<file path="src/rtl/erf_pkg.sv">
// Package for the escaped request framer: item and result structs, the
// queued job format, register indexes and the back-end byte sequence.
// No dependencies.
`timescale 1ns / 1ps

package erf_pkg;

	// Fixed widths and constants of the line format.
	localparam int unsigned BYTE_W       = 8;
	localparam int unsigned ADDR_W       = 32;
	localparam int unsigned QUEUE_DEPTH  = 2;
	localparam logic [7:0]  ESC_OFFSET   = 8'h20;
	localparam logic [7:0]  RESET_START  = 8'h02;
	localparam logic [7:0]  RESET_ESCAPE = 8'h10;
	localparam logic [7:0]  RESET_WRITE  = 8'h01;

	// Item kinds.
	localparam logic KIND_HEADER  = 1'b0;
	localparam logic KIND_PAYLOAD = 1'b1;

	// Configuration register indexes.
	typedef enum logic [1:0] {
		REG_START_CODE   = 2'd0,
		REG_ESCAPE_CODE  = 2'd1,
		REG_WRITE_OPCODE = 2'd2
	} reg_index_t;

	typedef struct packed {
		logic        req_type;
		logic [7:0]  command;
		logic [31:0] address;
		logic [7:0]  byte_count;
		logic [7:0]  payload;
	} in_item_t;

	typedef struct packed {
		logic [7:0] out_byte;
		logic       frame_end;
		logic       run_last;
	} out_item_t;

	typedef struct packed {
		logic [7:0] start_code;
		logic [7:0] escape_code;
		logic [7:0] write_opcode;
	} cfg_t;

	// One unit of work for the back end. A header job sends the start code,
	// command, address and count; a payload job sends only the body byte.
	// Either may close the frame with the checksum.
	typedef struct packed {
		logic        is_hdr;
		logic [7:0]  command;
		logic [31:0] address;
		logic [7:0]  body;
		logic        close;
		logic [7:0]  check;
	} job_t;

	// Byte positions the back end walks through.
	typedef enum logic [2:0] {
		STEP_START = 3'd0,
		STEP_CMD   = 3'd1,
		STEP_A0    = 3'd2,
		STEP_A1    = 3'd3,
		STEP_A2    = 3'd4,
		STEP_A3    = 3'd5,
		STEP_BODY  = 3'd6,
		STEP_CK    = 3'd7
	} step_t;

endpackage

</file>
<file path="src/rtl/escaped_request_framer_unit.sv">
// Top level of the escaped request framer: configuration registers and the
// front end, job queue and back end. Depends on erf_pkg and its modules.
//
// Channel   Handshake          Payload
// item      push / full        erf_pkg::in_item_t (req_type .. payload)
// result    empty / pop        erf_pkg::out_item_t (out_byte, frame_end, run_last)
// config    cfg_we             cfg_index, cfg_data
//
// Items are taken one per cycle while the job queue has room. The line side
// sends one byte per cycle while results are popped; a header is 7 to 14 line
// bytes, a payload 1 to 4, an escaped byte two. The back-end byte sequencer sets
// the sustained rate. Reset clears all control state; no clearing pass.
// A stalled result holds the back end; the queue keeps the front accepting.
`timescale 1ns / 1ps

module escaped_request_framer_unit #(
	parameter int unsigned QUEUE_DEPTH = erf_pkg::QUEUE_DEPTH
) (
	input  logic               clk,
	input  logic               arst_n,
	input  logic               push,
	output logic               full,
	input  erf_pkg::in_item_t  item,
	input  logic               pop,
	output logic               empty,
	output erf_pkg::out_item_t result,
	input  logic               cfg_we,
	input  logic [1:0]         cfg_index,
	input  logic [7:0]         cfg_data
);

	erf_pkg::cfg_t cfg_q;
	logic          job_valid;
	erf_pkg::job_t job;
	logic          q_full;
	logic          q_empty;
	logic          q_pop;
	erf_pkg::job_t q_job;

	// Configuration registers.
	always_ff @(posedge clk or negedge arst_n) begin
		if (!arst_n) begin
			cfg_q.start_code   <= erf_pkg::RESET_START;
			cfg_q.escape_code  <= erf_pkg::RESET_ESCAPE;
			cfg_q.write_opcode <= erf_pkg::RESET_WRITE;
		end else if (cfg_we) begin
			case (cfg_index)
				erf_pkg::REG_START_CODE:   cfg_q.start_code   <= cfg_data;
				erf_pkg::REG_ESCAPE_CODE:  cfg_q.escape_code  <= cfg_data;
				erf_pkg::REG_WRITE_OPCODE: cfg_q.write_opcode <= cfg_data;
				default: begin
				end
			endcase
		end
	end

	assign full = q_full;

	erf_front u_front (
		.clk       (clk),
		.arst_n    (arst_n),
		.push      (push),
		.q_full    (q_full),
		.item      (item),
		.cfg       (cfg_q),
		.job_valid (job_valid),
		.job       (job)
	);

	erf_queue #(
		.DEPTH (QUEUE_DEPTH)
	) u_queue (
		.clk    (clk),
		.arst_n (arst_n),
		.wr     (job_valid),
		.wr_job (job),
		.full   (q_full),
		.rd     (q_pop),
		.rd_job (q_job),
		.empty  (q_empty)
	);

	erf_back u_back (
		.clk     (clk),
		.arst_n  (arst_n),
		.cfg     (cfg_q),
		.q_empty (q_empty),
		.q_job   (q_job),
		.q_pop   (q_pop),
		.pop     (pop),
		.empty   (empty),
		.result  (result)
	);

endmodule

</file>
<file path="src/rtl/erf_front.sv">
// Front end of the escaped request framer: accepts items, tracks the open
// frame and its running sum, and turns each header, or payload of an open
// frame, into a job. Depends on erf_pkg.
`timescale 1ns / 1ps

module erf_front (
	input  logic            clk,
	input  logic            arst_n,
	input  logic            push,
	input  logic            q_full,
	input  erf_pkg::in_item_t item,
	input  erf_pkg::cfg_t   cfg,
	output logic            job_valid,
	output erf_pkg::job_t   job
);

	logic       awaiting_q;
	logic [7:0] left_q;
	logic [7:0] sum_q;

	logic       accept;
	logic       is_hdr;
	logic       pay_ok;
	logic [7:0] hdr_sum;
	logic [7:0] new_sum;
	logic       hdr_open;
	logic       close;

	assign accept = push && !q_full;
	assign is_hdr = (item.req_type == erf_pkg::KIND_HEADER);
	assign pay_ok = awaiting_q && (left_q != 8'd0);

	// Header sum over command, address bytes and count.
	assign hdr_sum = item.command + item.address[7:0] + item.address[15:8]
		+ item.address[23:16] + item.address[31:24] + item.byte_count;

	assign hdr_open = (item.command == cfg.write_opcode) && (item.byte_count != 8'd0);
	assign new_sum  = is_hdr ? hdr_sum : sum_q + item.payload;
	assign close    = is_hdr ? !hdr_open : (left_q == 8'd1);

	// Job built from the current item.
	always_comb begin
		job_valid   = accept && (is_hdr || pay_ok);
		job.is_hdr  = is_hdr;
		job.command = item.command;
		job.address = item.address;
		job.body    = is_hdr ? item.byte_count : item.payload;
		job.close   = close;
		job.check   = ~new_sum;
	end

	// Frame state update on each transfer that makes a job.
	always_ff @(posedge clk or negedge arst_n) begin
		if (!arst_n) begin
			awaiting_q <= 1'b0;
			left_q     <= 8'd0;
			sum_q      <= 8'd0;
		end else if (job_valid) begin
			if (close) begin
				awaiting_q <= 1'b0;
				left_q     <= 8'd0;
				sum_q      <= 8'd0;
			end else if (is_hdr) begin
				awaiting_q <= 1'b1;
				left_q     <= item.byte_count;
				sum_q      <= new_sum;
			end else begin
				left_q <= left_q - 8'd1;
				sum_q  <= new_sum;
			end
		end
	end

endmodule

</file>
<file path="src/rtl/erf_queue.sv">
// Job queue between the front and back ends of the framer.
// Depends on erf_pkg.
`timescale 1ns / 1ps

module erf_queue #(
	parameter int unsigned DEPTH = erf_pkg::QUEUE_DEPTH
) (
	input  logic          clk,
	input  logic          arst_n,
	input  logic          wr,
	input  erf_pkg::job_t wr_job,
	output logic          full,
	input  logic          rd,
	output erf_pkg::job_t rd_job,
	output logic          empty
);

	localparam int unsigned PTR_W = (DEPTH > 1) ? $clog2(DEPTH) : 1;
	localparam int unsigned CNT_W = $clog2(DEPTH + 1);
	localparam logic [PTR_W-1:0] LAST = PTR_W'(DEPTH - 1);

	erf_pkg::job_t    mem_q [DEPTH];
	logic [PTR_W-1:0] wp_q;
	logic [PTR_W-1:0] rp_q;
	logic [CNT_W-1:0] cnt_q;

	logic do_wr;
	logic do_rd;

	assign full   = (cnt_q == CNT_W'(DEPTH));
	assign empty  = (cnt_q == '0);
	assign do_wr  = wr && !full;
	assign do_rd  = rd && !empty;
	assign rd_job = mem_q[rp_q];

	// Storage.
	always_ff @(posedge clk) begin
		if (do_wr) begin
			mem_q[wp_q] <= wr_job;
		end
	end

	// Pointers and fill count.
	always_ff @(posedge clk or negedge arst_n) begin
		if (!arst_n) begin
			wp_q  <= '0;
			rp_q  <= '0;
			cnt_q <= '0;
		end else begin
			if (do_wr) begin
				wp_q <= (wp_q == LAST) ? '0 : wp_q + PTR_W'(1);
			end
			if (do_rd) begin
				rp_q <= (rp_q == LAST) ? '0 : rp_q + PTR_W'(1);
			end
			if (do_wr && !do_rd) begin
				cnt_q <= cnt_q + CNT_W'(1);
			end else if (do_rd && !do_wr) begin
				cnt_q <= cnt_q - CNT_W'(1);
			end
		end
	end

endmodule

</file>
<file path="src/rtl/erf_back.sv">
// Back end of the framer: walks each job byte by byte, inserts escape
// pairs and drives the result register. Depends on erf_pkg.
`timescale 1ns / 1ps

module erf_back (
	input  logic              clk,
	input  logic              arst_n,
	input  erf_pkg::cfg_t     cfg,
	input  logic              q_empty,
	input  erf_pkg::job_t     q_job,
	output logic              q_pop,
	input  logic              pop,
	output logic              empty,
	output erf_pkg::out_item_t result
);

	erf_pkg::job_t      cur_q;
	logic               busy_q;
	erf_pkg::step_t     step_q;
	logic               esc_q;
	logic               out_valid_q;
	erf_pkg::out_item_t out_q;

	logic           advance;
	logic [7:0]     cur_byte;
	logic           escaped_step;
	logic           needs_esc;
	logic           byte_done;
	logic           job_end;
	logic           load;
	erf_pkg::step_t next_step;
	erf_pkg::out_item_t out_d;

	assign advance = busy_q && (!out_valid_q || pop);
	assign empty   = !out_valid_q;
	assign result  = out_q;

	// Byte at the current position and its escape need.
	always_comb begin
		cur_byte     = cur_q.check;
		escaped_step = 1'b1;
		next_step    = erf_pkg::STEP_CK;
		case (step_q)
			erf_pkg::STEP_START: begin
				cur_byte     = cfg.start_code;
				escaped_step = 1'b0;
				next_step    = erf_pkg::STEP_CMD;
			end
			erf_pkg::STEP_CMD: begin
				cur_byte     = cur_q.command;
				escaped_step = 1'b0;
				next_step    = erf_pkg::STEP_A0;
			end
			erf_pkg::STEP_A0: begin
				cur_byte  = cur_q.address[7:0];
				next_step = erf_pkg::STEP_A1;
			end
			erf_pkg::STEP_A1: begin
				cur_byte  = cur_q.address[15:8];
				next_step = erf_pkg::STEP_A2;
			end
			erf_pkg::STEP_A2: begin
				cur_byte  = cur_q.address[23:16];
				next_step = erf_pkg::STEP_A3;
			end
			erf_pkg::STEP_A3: begin
				cur_byte  = cur_q.address[31:24];
				next_step = erf_pkg::STEP_BODY;
			end
			erf_pkg::STEP_BODY: begin
				cur_byte  = cur_q.body;
				next_step = erf_pkg::STEP_CK;
			end
			default: begin
				cur_byte  = cur_q.check;
				next_step = erf_pkg::STEP_CK;
			end
		endcase
	end

	assign needs_esc = escaped_step
		&& ((cur_byte == cfg.start_code) || (cur_byte == cfg.escape_code));
	assign byte_done = advance && !(needs_esc && !esc_q);
	assign job_end   = byte_done && ((step_q == erf_pkg::STEP_CK)
		|| ((step_q == erf_pkg::STEP_BODY) && !cur_q.close));
	assign load      = (!busy_q || job_end) && !q_empty;
	assign q_pop     = load;

	// Next result: escape code first, then the offset byte.
	always_comb begin
		if (needs_esc && !esc_q) begin
			out_d.out_byte = cfg.escape_code;
		end else if (esc_q) begin
			out_d.out_byte = cur_byte + erf_pkg::ESC_OFFSET;
		end else begin
			out_d.out_byte = cur_byte;
		end
		out_d.frame_end = byte_done && (step_q == erf_pkg::STEP_CK);
		out_d.run_last  = job_end;
	end

	// Current job register.
	always_ff @(posedge clk) begin
		if (load) begin
			cur_q <= q_job;
		end
	end

	// Sequencer control.
	always_ff @(posedge clk or negedge arst_n) begin
		if (!arst_n) begin
			busy_q <= 1'b0;
			step_q <= erf_pkg::STEP_START;
			esc_q  <= 1'b0;
		end else begin
			if (load) begin
				busy_q <= 1'b1;
				step_q <= q_job.is_hdr ? erf_pkg::STEP_START : erf_pkg::STEP_BODY;
				esc_q  <= 1'b0;
			end else begin
				if (job_end) begin
					busy_q <= 1'b0;
				end
				if (byte_done) begin
					step_q <= next_step;
					esc_q  <= 1'b0;
				end else if (advance) begin
					esc_q <= 1'b1;
				end
			end
		end
	end

	// Result register.
	always_ff @(posedge clk or negedge arst_n) begin
		if (!arst_n) begin
			out_valid_q <= 1'b0;
		end else if (advance) begin
			out_valid_q <= 1'b1;
		end else if (pop) begin
			out_valid_q <= 1'b0;
		end
	end

	always_ff @(posedge clk) begin
		if (advance) begin
			out_q <= out_d;
		end
	end

endmodule

</file>
<file path="config.mk">
export PLATFORM = sky130hd
export DESIGN_NAME = escaped_request_framer_unit
export DESIGN_NICKNAME = d
export VERILOG_FILES = /design/src/rtl/erf_pkg.sv /design/src/rtl/escaped_request_framer_unit.sv /design/src/rtl/erf_front.sv /design/src/rtl/erf_queue.sv /design/src/rtl/erf_back.sv
export SDC_FILE = /design/constraint.sdc
export NUM_CORES = 1
export LEC_CHECK = 0
export ABC_AREA = 1
export BUFFER_PORTS_ARGS = -buffer_cell sky130_fd_sc_hd__buf_4
export CAP_MARGIN = 20
export CELL_PAD_IN_SITES_DETAIL_PLACEMENT = 1
export CELL_PAD_IN_SITES_GLOBAL_PLACEMENT = 1
export CORE_AREA = 2 2 193 195
export DETAILED_ROUTE_END_ITERATION = 16
export DIE_AREA = 0 0 195 197
export MAX_ROUTING_LAYER = met4
export PLACE_DENSITY = 0.59
export SETUP_SLACK_MARGIN = 0.4
export SLEW_MARGIN = 20
export SYNTH_ARGS = -nofsm -noshare
export SYNTH_HDL_FRONTEND = slang
export SYNTH_SLANG_ARGS = --single-unit
</file>
<file path="constraint.sdc">
create_clock -name clk -period 8.1 [get_ports clk]
set_input_delay 0.405 -clock clk [delete_from_list [all_inputs] [get_ports clk]]
set_output_delay 0.405 -clock clk [all_outputs]
set_load 0.005 [all_outputs]
</file>
==> results.cfg <==
[clocking]
path_clk_slew_ns = 0.06
postCtsSetupBuffers = 0
cts_buffers = 28
cts-htree-levels = 1
tritoncts = done
cts_buffer_depth = 3
root_buffer = clkbuf_16
numClockSinks = 234
cts_resized = 0
clock_latency_ns = 0.56

[floorplan]
io_pins = 84
fp.dieH_um = 197
design.core.area_um2 = 36300
num_rows = 70
die_x_um = 195
start_util_pct = 30.8
die-area_um2 = 38400

[synthesis]
yosysSeqAreaShare_pct = 60.7
synth_seq_cells = 234
synth_edf_count = 183
yosys.area.top_type = edfxtp_1
syn_nets = 1187
synth_ff_type = edfxtp_1
synthTopCellsByArea = edfxtp_1 49%, nand2_1 12%, dfrtp_1 11%, fa_1 5.0%, inv_1 3.6%
synth_top_area_share_pct = 49.2
async_reset_ff_share_pct = 21.8
syn_avg_cell_area_um2 = 10.4
synthCells = 1069
synth.distinct_cells = 46
syn_area_um2 = 11200
ys_warn_count = 0

[setup_path]
cp_top_family = simple AND/OR/NAND/NOR gates
critPathBufInv = 3
cpPeakStageDelay_ns = 1.01
required_ns = 8.28
slowest_stage = dfrtp_1
end_kind = flop
critPathLaunchType = flop
arrival_ns = 4.04
worstSetupPathType = flop to flop
cpMostUsedCell = nand2_1
cp_max_fo = 57
cp_cell_sequence = inv_2, nor2_1, nand3_1, nand2_1, nor2_1, nand2_1, nand2_1, nand2_1, nand2_1, nand2_1, nor2_1, nand2_1, nand2_2, nand2_4, nand3_4, nand2_4, nand2_8, inv_2, buf_4

[sta]
min_period_ns = 3.86
slew_viol_final = 0
finalClockSkew_ns = 0.0159
fmax_ghz = 0.259
tightest_slew_ns = 1.02
final_hold_viol_count = 0
slew_headroom_pct = 32.2
rsz0062_at_grt = no
setup_viol = 0
period_share_pct = 47.6
setup_slack_ns = 4.24
setup_tns_ns = 0

[layout]
area_delta_synth_final_pct = 18.0
finalInstanceArea_um2 = 13200
multi_input_area_um2 = 3810
fillers = 4157
seq_area_um2 = 6780
antenna-diode-count = 0
final_nets = 1274
final_cell_mix = 346 x nand2_1, 183 x edfxtp_1, 104 x inv_1, 90 x buf_4, 61 x nor2_1
final_common_cell = nand2_1
drive_above_1_share_pct = 15.1

[route]
drcViolationCount = 0
ant_nets = 0
drt_first_iter_violations = 319
vias = 7630
viasPerCell = 4.64
drt-total-wl_mm = 31.8
post_drt_wl_per_cell_um = 19.3
dr.pass1.iters = 6

[grt]
grt_usage_pct = 17.4
grt_pass1_vias = 7965
antenna_found_initial = 0
grt_pass1_wl_mm = 49.2
grt_overflow = 0
grt_max_degree = 60

[power]
power.density_nw_per_um2 = 358
leakagePower_nw = 5.70
vdd_drop_max_v = 0.000169

[worst_hold_path]
hp-class = primary input to flop

[placed_design]
dp_hpwl_mm = 23.0
io_buffers = 83
gp_congestion = 0.833
dpl_worst_slack_ns = 4.23
dpl_cell_area_um2 = 12300

[job]
maxCapViolCount = 0

[outcome]
status = completed
## flip-flops by register name (all words and copies together) (netlist names)
name	count
u_queue.mem_q	116
u_back.cur_q	57
cfg_q	24
u_back.result	10
u_front.left_q	8
u_front.sum_q	8
u_back.step_q	3
u_queue.cnt_q	2
u_back.busy_q	1
u_back.esc_q	1
u_back.out_valid_q	1
u_front.awaiting_q	1
u_queue.rp_q	1
u_queue.wp_q	1
## cells by family (layout without fill, tap and decap cells)
group,Yosys count,after routing,synth area share [%]
simple gates,519,519,19.9
buf+inv,143,252,5.27
xor+xnor,24,24,1.88
flops,234,234,60.7
fa+ha+maj,46,46,7.04
mux,4,4,0.381
compound gates,99,99,4.80
## path summary, 6_finish.rpt
check,end,cells after the start,startpoint,slack (ns)
max in group asynchronous,u_queue.rp_q$_DFFE_PN0P_,2,arst_n,7.10
min in group asynchronous,u_back.out_valid_q$_DFFE_PN0P_,2,arst_n,0.47
min,u_queue.mem_q[1][19]$_DFFE_PP_,1,item[18],0.04
max,u_back.cur_q[38]$_DFFE_PP_,19,u_back.step_q[2]$_DFFE_PN0N_,4.24
min reg2reg,u_front.sum_q[0]$_DFFE_PN0P_,2,u_front.sum_q[0]$_DFFE_PN0P_,0.49
max reg2reg,u_back.cur_q[38]$_DFFE_PP_,19,u_back.step_q[2]$_DFFE_PN0N_,4.24
## timing repair
item / CTS / global route
endpoints found under the setup margin: 0 / 0
hold buffers: 1 / 0
hold endpoints to repair: 48 / 0
## metal layers
layer / part of all wire [%] / up-vias / routed length (um) / global-route usage, %
met5: 0 / - / 0 / -
met4: 1.6 / 0 / 505 / 3.11
met3: 3.0 / 34 / 967 / 2.02
met2: 49 / 125 / 15500 / 28.9
met1: 47 / 3783 / 14800 / 23.5
li1: - / 3688 / - / -
## Yosys cell counts (all sizes together), types with 11 or more instances
master and instances:
nor2 69, xor2 16, inv 109, a21oi 23, o21ai 59, or2 11, nand2 364, nand3 59
clkbuf 21, fa 28, buf 13, ha 18, edfxtp 183, dfrtp 48
## stage by stage
step | std cells | total power [mW] | hold slack (ns) | util (%)
finish | 1646 | 4.72 | 0.0417 | 36.3
floorplan | 1069 | 2.95 | 0.109 | -
CTS | 1646 | 4.80 | 0.0148 | 36.3
global placement | 1593 | 3.51 | 0.470 | 33.8
detailed placement | 1593 | 3.55 | 0.482 | 33.8
global route | 1646 | 5.06 | 0.0208 | 36.3
## cell type report
| type | count | share of cell area, % |
|---|---|---|
| inverters | 109 | 3.11 |
| well taps | 468 | 4.45 |
| multi-input cells | 692 | 28.9 |
| flip-flops and latches | 234 | 51.4 |
| repair buffers | 91 | 5.21 |
| clock inverters | 15 | 1.05 |
| clock buffers | 37 | 5.80 |
## power by group
part / total (mW) / switching [mW] / internal [mW] / leakage [nW]
clock network: 1.22 / 0.521 / 0.703 / 0.438
logic: 1.67 / 1.13 / 0.539 / 2.95
registers: 1.83 / 0.160 / 1.67 / 2.32
total: 4.72 / 1.81 / 2.91 / 5.70
Power figures use the tool's default switching activity.
